$ cat src/sv/abd_pkg.sv
`default_nettype none
// ----------------------------------------------------------------------------
// abd_pkg
// Shared types and constants of the armed button debouncer: event codes,
// configuration register indexes and register reset values.
// ----------------------------------------------------------------------------
package abd_pkg;

  localparam int unsigned TimeW = 32;
  localparam int unsigned CfgW  = 16;
  localparam int unsigned CfgIdxW = 2;

  typedef enum logic [1:0] {
    EV_NONE    = 2'd0,
    EV_PRESS   = 2'd1,
    EV_RELEASE = 2'd2
  } abd_event_e;

  localparam logic [CfgIdxW-1:0] CFG_STARTUP_GUARD  = 2'd0;
  localparam logic [CfgIdxW-1:0] CFG_RELEASE_TO_ARM = 2'd1;
  localparam logic [CfgIdxW-1:0] CFG_DEBOUNCE       = 2'd2;

  localparam logic [CfgW-1:0] STARTUP_GUARD_RST  = 16'd1000;
  localparam logic [CfgW-1:0] RELEASE_TO_ARM_RST = 16'd100;
  localparam logic [CfgW-1:0] DEBOUNCE_RST       = 16'd20;

endpackage : abd_pkg
`default_nettype wire

$ cat src/sv/armed_button_debouncer_top.sv
`default_nettype none
// ----------------------------------------------------------------------------
// armed_button_debouncer_top
// Button debouncer with a startup guard and a release-to-arm wait.
//
// Usage:
// - Input channel (in_valid_i / in_stall_o) carries one beat per sample: a
//   free-running millisecond timestamp and the raw button level.
// - Output channel (out_valid_o / out_stall_i) returns exactly one beat per
//   input beat: none, press or release, in input order.
// - Configuration is a plain write port (cfg_we_i, cfg_index_i, cfg_data_i):
//   index 0 startup guard, 1 release-to-arm time, 2 debounce time, all in ms.
//   Index 3 is ignored. Write only while the block is idle.
// - Path: a beat accepted into the input register is decided there and
//   moves on into the result register (two registers deep).
// - Throughput: one beat per cycle while the output is not stalled; the
//   decision is a pair of 32-bit subtract-and-compares and a few muxes
//   between the input register and the result register.
// - Stall: a held output stalls the input register, which in turn stalls
//   the input channel; nothing is dropped and the held beat stays stable.
// - Reset: both channels empty, debouncer unarmed, levels released,
//   registers at 1000 / 100 / 20 ms.
// ----------------------------------------------------------------------------
module armed_button_debouncer_top
  import abd_pkg::*;
(
  input  wire logic               clk_i,
  input  wire logic               rst_ni,
  // input channel
  input  wire logic               in_valid_i,
  output logic                    in_stall_o,
  input  wire logic [TimeW-1:0]   now_ms_i,
  input  wire logic               raw_pressed_i,
  // output channel
  output logic                    out_valid_o,
  input  wire logic               out_stall_i,
  output logic [1:0]              button_event_o,
  // configuration
  input  wire logic               cfg_we_i,
  input  wire logic [CfgIdxW-1:0] cfg_index_i,
  input  wire logic [CfgW-1:0]    cfg_data_i
);

  // Configuration registers.
  logic [CfgW-1:0] guard_q, arm_q, deb_q;

  always_ff @(posedge clk_i or negedge rst_ni) begin
    if (!rst_ni) begin
      guard_q <= STARTUP_GUARD_RST;
      arm_q   <= RELEASE_TO_ARM_RST;
      deb_q   <= DEBOUNCE_RST;
    end else if (cfg_we_i) begin
      unique case (cfg_index_i)
        CFG_STARTUP_GUARD:  guard_q <= cfg_data_i;
        CFG_RELEASE_TO_ARM: arm_q   <= cfg_data_i;
        CFG_DEBOUNCE:       deb_q   <= cfg_data_i;
        default: ;
      endcase
    end
  end

  // Handshake: the input register moves when the result register is free
  // or being drained this cycle.
  logic             s1_valid_q;
  logic [TimeW-1:0] s1_now_q;
  logic             s1_level_q;
  logic             out_valid_q;
  abd_event_e       out_event_q;

  logic out_free;
  logic s1_fire;
  logic in_fire;

  assign out_free   = !out_valid_q || !out_stall_i;
  assign s1_fire    = s1_valid_q && out_free;
  assign in_stall_o = s1_valid_q && !out_free;
  assign in_fire    = in_valid_i && !in_stall_o;

  always_ff @(posedge clk_i or negedge rst_ni) begin
    if (!rst_ni) begin
      s1_valid_q <= 1'b0;
    end else if (!in_stall_o) begin
      s1_valid_q <= in_valid_i;
    end
  end

  // Payload: load on accept only, no reset needed.
  always_ff @(posedge clk_i) begin
    if (in_fire) begin
      s1_now_q   <= now_ms_i;
      s1_level_q <= raw_pressed_i;
    end
  end

  // Debouncer state.
  logic             armed_q, armed_d;
  logic             wait_act_q, wait_act_d;
  logic [TimeW-1:0] wait_start_q, wait_start_d;
  logic             accepted_q, accepted_d;
  logic             pending_q, pending_d;
  logic [TimeW-1:0] pend_since_q, pend_since_d;
  abd_event_e       event_d;

  // Elapsed times wrap modulo 2^32; spans are zero-extended.
  logic [TimeW-1:0] arm_elapsed, deb_elapsed;
  logic             arm_done, deb_done, guarded;

  assign arm_elapsed = s1_now_q - wait_start_q;
  assign deb_elapsed = s1_now_q - pend_since_q;
  assign arm_done    = arm_elapsed >= {{(TimeW-CfgW){1'b0}}, arm_q};
  assign deb_done    = deb_elapsed >= {{(TimeW-CfgW){1'b0}}, deb_q};
  assign guarded     = s1_now_q < {{(TimeW-CfgW){1'b0}}, guard_q};

  always_comb begin
    armed_d      = armed_q;
    wait_act_d   = wait_act_q;
    wait_start_d = wait_start_q;
    accepted_d   = accepted_q;
    pending_d    = pending_q;
    pend_since_d = pend_since_q;
    event_d      = EV_NONE;
    priority if (guarded) begin
      // drop: too early after startup
    end else if (!armed_q) begin
      priority if (s1_level_q) begin
        wait_act_d = 1'b0;                 // press restarts the arm wait
      end else if (!wait_act_q) begin
        wait_act_d   = 1'b1;
        wait_start_d = s1_now_q;
      end else if (arm_done) begin
        armed_d      = 1'b1;
        accepted_d   = 1'b0;
        pending_d    = 1'b0;
        pend_since_d = s1_now_q;
      end else begin
        // hold: arm wait still running
      end
    end else if (s1_level_q != pending_q) begin
      pending_d    = s1_level_q;           // level moved: restart debounce
      pend_since_d = s1_now_q;
    end else if (pending_q != accepted_q && deb_done) begin
      accepted_d = pending_q;
      event_d    = pending_q ? EV_PRESS : EV_RELEASE;
    end else begin
      // hold: level steady or not settled yet
    end
  end

  always_ff @(posedge clk_i or negedge rst_ni) begin
    if (!rst_ni) begin
      armed_q      <= 1'b0;
      wait_act_q   <= 1'b0;
      wait_start_q <= '0;
      accepted_q   <= 1'b0;
      pending_q    <= 1'b0;
      pend_since_q <= '0;
    end else if (s1_fire) begin
      armed_q      <= armed_d;
      wait_act_q   <= wait_act_d;
      wait_start_q <= wait_start_d;
      accepted_q   <= accepted_d;
      pending_q    <= pending_d;
      pend_since_q <= pend_since_d;
    end
  end

  // Result register: hold while stalled.
  always_ff @(posedge clk_i or negedge rst_ni) begin
    if (!rst_ni) begin
      out_valid_q <= 1'b0;
    end else if (out_free) begin
      out_valid_q <= s1_valid_q;
    end
  end

  always_ff @(posedge clk_i) begin
    if (s1_fire) begin
      out_event_q <= event_d;
    end
  end

  assign out_valid_o    = out_valid_q;
  assign button_event_o = out_event_q;

  // Assertions.
  a_unarmed_levels: assert property (@(posedge clk_i) disable iff (!rst_ni)
    !armed_q |-> (!accepted_q && !pending_q))
    else $error("levels moved while unarmed");

  a_event_needs_arm: assert property (@(posedge clk_i) disable iff (!rst_ni)
    (s1_fire && event_d != EV_NONE) |-> armed_q)
    else $error("event emitted while unarmed");

  a_press_sets_level: assert property (@(posedge clk_i) disable iff (!rst_ni)
    (s1_fire && event_d == EV_PRESS) |=> (accepted_q && out_valid_q))
    else $error("press event without accepted level");

  a_guard_holds: assert property (@(posedge clk_i) disable iff (!rst_ni)
    (s1_fire && guarded) |=> ($stable(armed_q) && $stable(accepted_q)
                              && $stable(pending_q) && $stable(wait_act_q)))
    else $error("guarded beat changed state");

endmodule : armed_button_debouncer_top
`default_nettype wire
$ cat config.mk
export PLATFORM = sky130hd
export DESIGN_NAME = armed_button_debouncer_top
export DESIGN_NICKNAME = d
export VERILOG_FILES = /design/src/sv/abd_pkg.sv /design/src/sv/armed_button_debouncer_top.sv
export SDC_FILE = /design/constraint.sdc
export NUM_CORES = 1
export LEC_CHECK = 0
export BUFFER_PORTS_ARGS = -buffer_cell sky130_fd_sc_hd__clkbuf_2
export CAP_MARGIN = 20
export CELL_PAD_IN_SITES_DETAIL_PLACEMENT = 1
export CELL_PAD_IN_SITES_GLOBAL_PLACEMENT = 2
export CORE_UTILIZATION = 41
export CTS_BUF_LIST = sky130_fd_sc_hd__clkbuf_8
export CTS_CLUSTER_DIAMETER = 50
export DETAILED_ROUTE_END_ITERATION = 16
export PLACE_DENSITY = 0.84
export SYNTH_ARGS = -nofsm -noshare
export SYNTH_HDL_FRONTEND = slang
export SYNTH_SLANG_ARGS = --single-unit
$ cat constraint.sdc
create_clock -name clk_i -period 5.9 [get_ports clk_i]
set_input_delay 0.59 -clock clk_i [delete_from_list [all_inputs] [get_ports clk_i]]
set_output_delay 0.59 -clock clk_i [all_outputs]
set_load 0.02 [all_outputs]
-- Word-level counts from Yosys, hierarchy flattened
Index checks and enable logic that the tools add are counted.
- register bits after elaboration: 153
- output and inout bits: 4
- input port bits: 56
- word-level logic and storage cells: 72
- add/sub/neg operators: 2
- reductions and logical operators: 21
- bitwise logic cells: 5
- equal/unequal tests: 8
- muxes and demuxes: 19
- $lt $le $gt $ge: 3
- operators by type and width (kind ; count):
    $mux 32 ; 5
    $ge 32x16->1 ; 2
    $sub 32x32->32 ; 2
    $lt 32x16->1 ; 1
    $mux 1 ; 13
    $reduce_and 2->1 ; 4
    $reduce_and 7->1 ; 1
    $ne 2x1->1 const B ; 3
    $reduce_and 6->1 ; 1
    $not 1->1 ; 5
    $reduce_and 5->1 ; 1
    $logic_and 1x1->1 ; 4
    $logic_not 1->1 ; 4
    $reduce_bool 2->1 ; 2
    $reduce_or 4->1 ; 1
    $reduce_and 3->1 ; 1
    $eq 2x1->1 const B ; 1
    $eq 2x2->1 const B ; 1
    $logic_not 2->1 ; 1
    $mux 2 ; 1
    $ne 1x1->1 ; 2
    $ne 2x2->1 const B ; 1
    $logic_or 1x1->1 ; 1

-- Longest topological paths before layout
Gate-level depths: netlist of the first run.
- word-level depth: 6
- mapped depth: 23
- gate-level depth less buffers: 22

-- Worst setup path after synthesis of the first run
No wires, ideal clock.
- path kind: reg2reg
- from: register s1_now_q[0]
- to: register pend_since_q[10]
- library setup time: 125 ps
- path slack: 1466 ps
- data arrival time: 4309 ps
- data required time: 5775 ps
- buffers on the path: 1
- period minus slack after synthesis: 4434 ps
- cell stages (with the launch flop): 24
- path through: edfxtp_1 -> inv_1 -> ha_1 -> inv_1 -> fa_1 -> a211oi_1 -> o21ai_1 -> nand3_1 -> nand2_1 -> nand3_1 -> nand2_1 -> xor2_1 -> ha_1 -> o21ai_0 -> nor2_1 -> o31ai_1 -> o2111ai_1 -> nor4b_1 -> nand4_1 -> nor4_2 -> nand4_2 -> a2bb2oi_4 -> buf_12 -> mux2_4
- longest elaborated chain between the ends: 4
- elaborated cells between the ends (all ways): 6
- classes of those cells: add/sub: 1; order compare: 2; bitwise: 1; reduce/logical: 2
- ends and longest elaborated chain (element ; RTL line ; RTL):
    start: declaration ; armed_button_debouncer_top.sv:65 ; logic [TimeW-1:0] s1_now_q;
    start signal: assignment ; armed_button_debouncer_top.sv:90 ; s1_now_q <= now_ms_i;
    $sub 32x32->32 ; armed_button_debouncer_top.sv:108 ; assign arm_elapsed = s1_now_q - wait_start_q;
    $ge 32x16->1 ; armed_button_debouncer_top.sv:110 ; assign arm_done = arm_elapsed >= {{(TimeW-CfgW){1'b0}}, arm_q};
    $reduce_bool 2->1 (no line) ; n/a ;
    $reduce_and 6->1 (no line) (*) ; n/a ;
    end signal: assignment ; armed_button_debouncer_top.sv:163 ; pend_since_q <= pend_since_d;
    end: declaration ; armed_button_debouncer_top.sv:101 ; logic [TimeW-1:0] pend_since_q, pend_since_d;
Every way passes the cells marked *; elsewhere a longest branch is shown, timed or not.
A chain may end at the register's enable or synchronous reset.

-- Worst setup path in the final report of the first run
- from: register s1_now_q[3]
- to: register pend_since_q[2]
Same word-level chain as after synthesis.

==> out/qor.txt, run 1 <==
Worst r2r path cells -> 19
H-tree depth -> 4
Vias in the first global route -> 9,535
Area of the die -> 28,100 um2
Vias per inst -> 5.81
Synthesis Warnings -> 0
Placed cell count -> 1,541
Period utilization -> 90.8%
Most common cell after layout, fill and taps aside -> inv_1
Final setup viols -> 0
Crit-path max FO -> 32
Final hold vios -> 0
Share of layout cells above drive strength 1 -> 17.6%
Req. time, crit path -> 6.25 ns
Post-synth cell types -> 78
Cell area after layout -> 12,200 um2
Worst min path class -> primary input to asynchronous set/reset pin
Yosys reg bits -> 153
Non-filler instance count after layout -> 1,573
Fin Clk Skew -> 0.0191 ns
Final min period -> 5.36 ns
Clk pin slew, worst setup/hold paths -> 0.10 ns
Post-synth EDFFs -> 35
Post-Syn Nets -> 1,341
Commonest cells after routing, fill and taps aside -> 130 x inv_1, 109 x ha_1, 107 x dfrtp_1
Cell leakage power -> 5.54 nW
Post-route setup slack -> 0.544 ns
Final core occ -> 45.3%
CTS buffer count -> 17
Placed inst area -> 11,800 um2
Status -> finished, final reports clean
Diodes inserted -> 0
WL/cell -> 20.9 um
Area of the core -> 27,000 um2
Maximum clock rate -> 187 MHz
Final Slew Violations -> 0
Sequential share of the synthesized area -> 35.7%
CP arrival -> 5.71 ns
Post-DP HPWL -> 26,000 um
Async set-or-reset flop fraction in the synthesized netlist -> 77.1%
Final #Nets -> 1,386
Critical path capture point type -> flop
Initial DRT Pass Iterations -> 5
DP Worst Slack -> 0.607 ns
Cts hold-fix bufs -> 0
DR iter-0 viols -> 569
Mapped Cells -> 1,174
Tightest Pin Transition -> 1.00 ns
Syn_area_per_cell -> 9.58 um2
I/O Buffers -> 59
Row count -> 60
Worst-skew pair later-pin latency -> 0.47 ns
Hold slack final -> 0.218 ns
Worst slew margin -> 33.2%
Root Driver -> clkbuf_8
GRT Resource Usage Total -> 24.3%
VDD IR max -> 0.000138 V
Mapped cell area -> 11,200 um2
Launching element type of the critical path -> flop
Vias -> 9,144
DRC -> 0
Area growth, synth to finish -> 8.48%
IO Count -> 60
Die X -> 168 um
Max-cap viol count -> 0
First-pass GRT wire length -> 53,100 um
CTS Buffer Depth -> 2
Setup_tns -> 0 ns
Cell area power density -> 340 nW/um2
Initial Utilization -> 41.7%
Placer Congestion -> 0.917
Total chip power -> 4.14 mW
Largest net degree at the start of global routing -> 63
Total clock sinks -> 153
Antenna-violating nets left -> 0
CP Class -> flop to flop
Post-CTS setup buffers -> 0
CTS tree -> yes
RSZ-0062 raised after global routing -> no
Dominant synthesized flop cell -> dfrtp_1
Initial antenna violation count -> 1
Grt ovf -> 0
DIE HEIGHT -> 168 um
Total wire length -> 33,000 um
Post_cts resized -> 0
-- sequential cells by signal, indices dropped and copies added (netlist names) --
name / cells
button_event_o: 2
pending_q: 1
arm_q: 16
deb_q: 16
wait_act_q: 1
armed_q: 1
out_valid_o: 1
s1_now_q: 32
pend_since_q: 32
s1_valid_q: 1
guard_q: 16
wait_start_q: 32
s1_level_q: 1
accepted_q: 1
-- critical path: stages (launching register included) --
cell       delay (ns)
edfxtp_1         0.55
ha_1             0.44
a21o_1           0.21
a21oi_1          0.34
a21oi_1          0.17
o21bai_1         0.29
nand2_1          0.16
a21o_1           0.20
a21oi_1          0.17
xnor2_1          0.14
ha_1             0.27
a211oi_1         0.31
o2111ai_1        0.16
nor4b_1          0.27
nand4_1          0.16
nor4_2           0.31
nand4_2          0.21
a2bb2oi_4        0.19
buf_12           0.27
mux2_2           0.37
-- cell usage after synthesis, drive strengths merged (4+ instances only) --
master	count	share of area, %
and2	6	0.33
xor2	15	1.2
o211ai	10	0.67
nor2b	7	0.39
nand4	26	1.6
nor4	15	1.2
buf	14	0.99
a31oi	9	0.50
a21oi	77	3.4
a21o	28	1.9
ha	109	12
o2111ai	9	0.70
o21bai	5	0.33
mux2	97	11
o22ai	5	0.28
o21a	12	0.80
xnor2	23	1.8
clkbuf	25	0.83
and3	10	0.56
dfstp	11	2.6
dfrtp	107	24
a211o	9	0.70
o31ai	5	0.33
nand2b	15	0.83
nand2	98	3.3
a211oi	15	1.0
inv	129	4.3
a22oi	4	0.27
o21ai	58	2.6
mux2i	8	0.71
nand3	27	1.2
edfxtp	35	9.3
nor3	25	1.1
or3	6	0.33
a2111oi	7	0.56
or4	4	0.27
a21boi	4	0.27
nor2	53	1.8
o211a	5	0.45
-- layout make-up --
cell class              count  area (um2)
inverters                 129         484
clock inverters            15         136
repair buffers             65         355
flip-flops and latches    153        4020
well taps                 341         427
clock buffers              17         234
fillers                  3102       14800
multi-input cells         853        6540
-- where the power goes --
group | internal [mW] | leakage (nW) | total (mW) | switching, mW
clock | 0.309 | 0.192 | 0.771 | 0.462
sequential | 1.26 | 1.78 | 1.38 | 0.114
combinational | 0.828 | 3.57 | 2.00 | 1.17
total | 2.40 | 5.54 | 4.14 | 1.74
-- per-layer routing --
layer / GRT usage [%] / vias up / part of all wire (%)
met5: 0 / - / 0
met4: 6.70 / 0 / 2.0
met3: 2.98 / 39 / 2.4
met2: 39.9 / 136 / 47
met1: 33.6 / 4606 / 49
li1: - / 4363 / -
-- worst paths after layout --
| kind | start | endpoint | slack, ns |
|---|---|---|---|
| max reg2reg | s1_now_q[3] | pend_since_q[2] | 0.54 |
| min in group clk_i | now_ms_i[2] | s1_now_q[2] | 0.29 |
| min | rst_ni | arm_q[0] | 0.22 |
| min reg2reg | s1_valid_q | out_valid_o | 0.50 |
| max | s1_now_q[3] | pend_since_q[2] | 0.54 |
| max in group asynchronous | rst_ni | pend_since_q[29] | 4.35 |
-- kinds of logic (layout without fill, tap and decap cells) --
family,count (synthesis),count (layout),synth area share (%)
simple gates,305,305,13.7
compound gates,294,294,17.5
buf+inv,168,226,6.13
flops,153,153,35.7
fa+ha+maj,111,111,12.5
mux,105,105,11.4
xor+xnor,38,38,2.96
(Power assumes the default switching activity.)
==> inputs of run 2 (changes only) <==
GPL_TIMING_DRIVEN = 1   (was unset)
clock period = 6 ns   (was 5.9 ns; I/O delays follow)
==> out/qor.txt, run 2 (same netlist as run 1, synthesis figures left out) <==
Req. time, crit path -> 6.35 ns
Fin Clk Skew -> 0.0227 ns
DIE HEIGHT -> 168 um
IO Count -> 60
Worst-skew pair later-pin latency -> 0.48 ns
Total chip power -> 4.19 mW
Worst Setup SP -> s1_now_q[0]
Cell area power density -> 342 nW/um2
Area of the core -> 27,000 um2
Cells along the critical path -> inv_1 -> ha_1 -> inv_1 -> fa_1 -> a211oi_1 -> o21ai_1 -> nand3_1 -> nand2_1 -> nand3_1 -> nand2_1 -> xor2_1 -> ha_1 -> o21ai_0 -> nor2_1 -> o31ai_1 -> o2111ai_1 -> nor4b_1 -> nand4_1 -> nor4_2 -> nand4_2 -> a2bb2oi_4 -> buf_4 -> mux2_4
Worst slew margin -> 34.0%
Root Driver -> clkbuf_8
Final hold vios -> 0
Max-cap viol count -> 0
Post_cts resized -> 0
CTS Buffer Depth -> 2
Post-DP HPWL -> 26,400 um
CP arrival -> 5.75 ns
CP Class -> flop to flop
Hold slack final -> 0.265 ns
Final setup viols -> 0
I/O Buffers -> 59
Crit-path max cell delay -> 0.48 ns
Launching element type of the critical path -> flop
DR iter-0 viols -> 553
Final Slew Violations -> 0
First-pass GRT wire length -> 54,000 um
Commonest cells after routing, fill and taps aside -> 130 x inv_1, 109 x ha_1, 107 x dfrtp_1
Worst min path class -> primary input to asynchronous set/reset pin
Vias per inst -> 5.83
Placed cell count -> 1,543
Area of the die -> 28,100 um2
Period utilization -> 90.1%
VDD IR max -> 0.000139 V
Initial DRT Pass Iterations -> 5
WL/cell -> 21.2 um
Top flop regs -> pend_since_q x32, s1_now_q x32, wait_start_q x32
Initial antenna violation count -> 1
RSZ-0062 raised after global routing -> no
Grt ovf -> 0
Largest net degree at the start of global routing -> 73
Post-route setup slack -> 0.595 ns
Tightest Pin Transition -> 0.990 ns
Status -> finished, final reports clean
CTS tree -> yes
Cell leakage power -> 5.56 nW
Final min period -> 5.40 ns
Diodes inserted -> 0
Initial Utilization -> 41.7%
Crit path max-delay cell type -> buf_4
Setup_tns -> 0 ns
Critical path capture point type -> flop
DRC -> 0
Most common cell after layout, fill and taps aside -> inv_1
GRT Resource Usage Total -> 24.7%
CTS buffer count -> 17
Die X -> 168 um
Share of layout cells above drive strength 1 -> 17.7%
DP Worst Slack -> 0.633 ns
Post-CTS setup buffers -> 0
Vias in the first global route -> 9,822
Total clock sinks -> 153
Antenna-violating nets left -> 0
Placer Congestion -> 0.899
CP Buf/Inv Count -> 3
H-tree depth -> 4
Cts hold-fix bufs -> 0
Total wire length -> 33,400 um
Vias -> 9,176
Maximum clock rate -> 185 MHz
Non-filler instance count after layout -> 1,575
Clk pin slew, worst setup/hold paths -> 0.11 ns
Crit-path max FO -> 32
Row count -> 60
Area growth, synth to finish -> 8.89%
Critical R2R Launch -> s1_now_q[0]
Final #Nets -> 1,388
Cell family with most CP delay -> simple AND/OR/NAND/NOR gates
run 2: cell types whose count changed in the layout (fill, tap and decap cells not counted), sizes merged:
| cell | before | now |
|---|---|---|
| clkinv | 5 | 2 |
| inv | 138 | 139 |
| bufinv | 0 | 2 |
| buf | 7 | 9 |
run 2: final timing paths:
kind,cells after the start,slack (ns),to
setup / recovery,23,0.60,pend_since_q[16]
hold / removal,1,0.27,deb_q[0]
setup reg to reg,23,0.60,pend_since_q[16]
hold reg to reg,1,0.50,out_valid_o
max in group asynchronous,2,4.52,pend_since_q[20]
min in group clk_i,1,0.29,s1_now_q[5]
run 2: final cells by class:
class,count,area (um2)
clock inverter,15,180
sequential,153,4020
tap,341,427
fill,3102,14700
timing repair buffer,67,358
inverter,129,484
clock buffer,17,234
multi-input combinational,853,6540
run 2: through the flow:
| step | utilization (%) | area [um2] |
|---|---|---|
| finish | 45.4 | 12200 |
| global route | 45.4 | 12200 |
| global placement | 43.9 | 11800 |
| floorplan | - | 11200 |
| detailed placement | 43.9 | 11800 |
| CTS | 45.4 | 12200 |
run 2: where the power goes:
group | leakage [nW] | total [mW] | internal [mW] | switching (mW)
clock | 0.214 | 0.850 | 0.387 | 0.462
combinational | 3.57 | 1.99 | 0.820 | 1.17
sequential | 1.78 | 1.35 | 1.24 | 0.113
total | 5.56 | 4.19 | 2.45 | 1.74
run 2: layer usage:
metal / wire (um) / up-vias / GRT usage, %
li1: - / 4371 / -
met5: 0 / - / 0
met4: 787 / 0 / 8.38
met2: 15800 / 160 / 41.2
met1: 15900 / 4606 / 33.3
met3: 926 / 39 / 2.79
==> inputs of run 3 (changes only) <==
--- a/config.mk
+++ b/config.mk
@@ -16,4 +16,5 @@
 export GPL_TIMING_DRIVEN = 1
 export PLACE_DENSITY = 0.84
+export REMOVE_ABC_BUFFERS = 1
 export SYNTH_ARGS = -nofsm -noshare
 export SYNTH_HDL_FRONTEND = slang
==> constraint.sdc (replaced) <==
create_clock -name clk_i -period 6 [get_ports clk_i]
set_input_delay 0.6 -clock clk_i [delete_from_list [all_inputs] [get_ports clk_i]]
set_output_delay 0.6 -clock clk_i [all_outputs]
set_load 0.05 [all_outputs]
==> out/qor.txt, run 3 (same netlist as run 1, synthesis figures left out) <==
Launching element type of the critical path -> flop
CP Class -> flop to flop
Critical path capture point type -> flop
H-tree depth -> 4
Worst-skew pair later-pin latency -> 0.48 ns
DP Worst Slack -> 0.571 ns
Hold slack final -> 0.125 ns
Period utilization -> 91.1%
Final setup viols -> 0
Root Driver -> clkbuf_8
VDD IR max -> 0.000119 V
R2R Setup Slk -> 0.53 ns
Vias per inst -> 5.81
Placed cell count -> 1,541
Area growth, synth to finish -> 8.94%
Final core occ -> 45.4%
Fin Clk Skew -> 0.0264 ns
Maximum clock rate -> 183 MHz
Fill cells -> 3,129
WL/cell -> 21.3 um
Cell area power density -> 341 nW/um2
First-pass GRT wire length -> 54,200 um
Placer Congestion -> 0.928
Diodes inserted -> 0
Max-cap viol count -> 0
Row count -> 60
Req. time, crit path -> 6.36 ns
Reg2reg end -> pend_since_q[2]
Final #Nets -> 1,387
CP arrival -> 5.82 ns
Tightest Pin Transition -> 0.941 ns
IO Count -> 60
Initial DRT Pass Iterations -> 5
Clk pin slew, worst setup/hold paths -> 0.10 ns
CTS Buffer Depth -> 2
Area of the core -> 27,000 um2
Grt ovf -> 0
Die X -> 168 um
Top flop regs -> pend_since_q x32, s1_now_q x32, wait_start_q x32
Worst min path class -> primary input to asynchronous set/reset pin
I/O Buffers -> 59
Footprint of the multi-input gates -> 6540 um2
Cell leakage power -> 5.56 nW
DIE HEIGHT -> 168 um
Most common cell after layout, fill and taps aside -> inv_1
Area of the die -> 28,100 um2
Total wire length -> 33,500 um
Final min period -> 5.47 ns
Post-DP HPWL -> 26,400 um
Crit-path max FO -> 32
Share of layout cells above drive strength 1 -> 17.8%
Placed inst area -> 11,800 um2
CTS tree -> yes
GRT Resource Usage Total -> 24.6%
Setup_tns -> 0 ns
Post-CTS setup buffers -> 0
Total chip power -> 4.18 mW
Cell area after layout -> 12,200 um2
Initial antenna violation count -> 0
Total clock sinks -> 153
Final Slew Violations -> 0
Initial Utilization -> 41.7%
Worst r2r path cells -> 23
Worst slew margin -> 37.1%
Final hold vios -> 0
CTS buffer count -> 17
Post-route setup slack -> 0.531 ns
DR iter-0 viols -> 446
FF+latch area -> 4020 um2
Cts hold-fix bufs -> 0
Vias in the first global route -> 9,690
Vias -> 9,142
Largest net degree at the start of global routing -> 77
Non-filler instance count after layout -> 1,574
Commonest cells after routing, fill and taps aside -> 129 x inv_1, 109 x ha_1, 107 x dfrtp_1
RSZ-0062 raised after global routing -> no
DRC -> 0
Post_cts resized -> 0
Antenna-violating nets left -> 0
Status -> finished, final reports clean
Critical R2R Launch -> s1_now_q[0]
## run 3: layout make-up
type,count,area share [%]
sequential,153,32.8
timing repair buffer,66,3.02
clock inverter,15,1.41
clock buffer,17,1.91
inverter,129,3.95
multi-input combinational,853,53.4
tap,341,3.48
## run 3: worst max path at each step
stage	from	end	slack (ns)
floorplan	s1_now_q[0]	pend_since_q[0]	1.01
global placement	s1_now_q[0]	pend_since_q[0]	0.78
detailed placement	s1_now_q[0]	pend_since_q[2]	0.57
CTS	s1_now_q[0]	pend_since_q[2]	0.53
global route	s1_now_q[0]	pend_since_q[2]	0.16
finish	s1_now_q[0]	pend_since_q[2]	0.53
## run 3: report_power, final
group	total, mW	internal (mW)	switching [mW]
clock network	0.838	0.355	0.483
logic	1.98	0.822	1.16
registers	1.36	1.24	0.116
## run 3: layer usage
| layer | wire, um | up-vias | global-route usage [%] |
|---|---|---|---|
| li1 | - | 4360 | - |
| met1 | 16600 | 4644 | 34.5 |
| met2 | 16000 | 105 | 41.2 |
| met3 | 513 | 33 | 2.51 |
| met4 | 422 | 0 | 4.91 |
| met5 | 0 | - | 0 |
## run 3: worst max-delay path: stages (launching register included)
cell and delay (ns):
edfxtp_1 0.43, inv_1 0.11, ha_1 0.19, inv_1 0.07
fa_1 0.42, a211oi_1 0.32, o21ai_1 0.19, nand3_1 0.12
nand2_1 0.09, nand3_1 0.11, nand2_1 0.07, xor2_1 0.16
ha_1 0.30, o21ai_0 0.15, nor2_1 0.06, o31ai_1 0.24
o2111ai_1 0.15, nor4b_1 0.36, nand4_1 0.17, nor4_2 0.35
nand4_2 0.20, a2bb2oi_4 0.15, buf_4 0.50, mux2_2 0.41
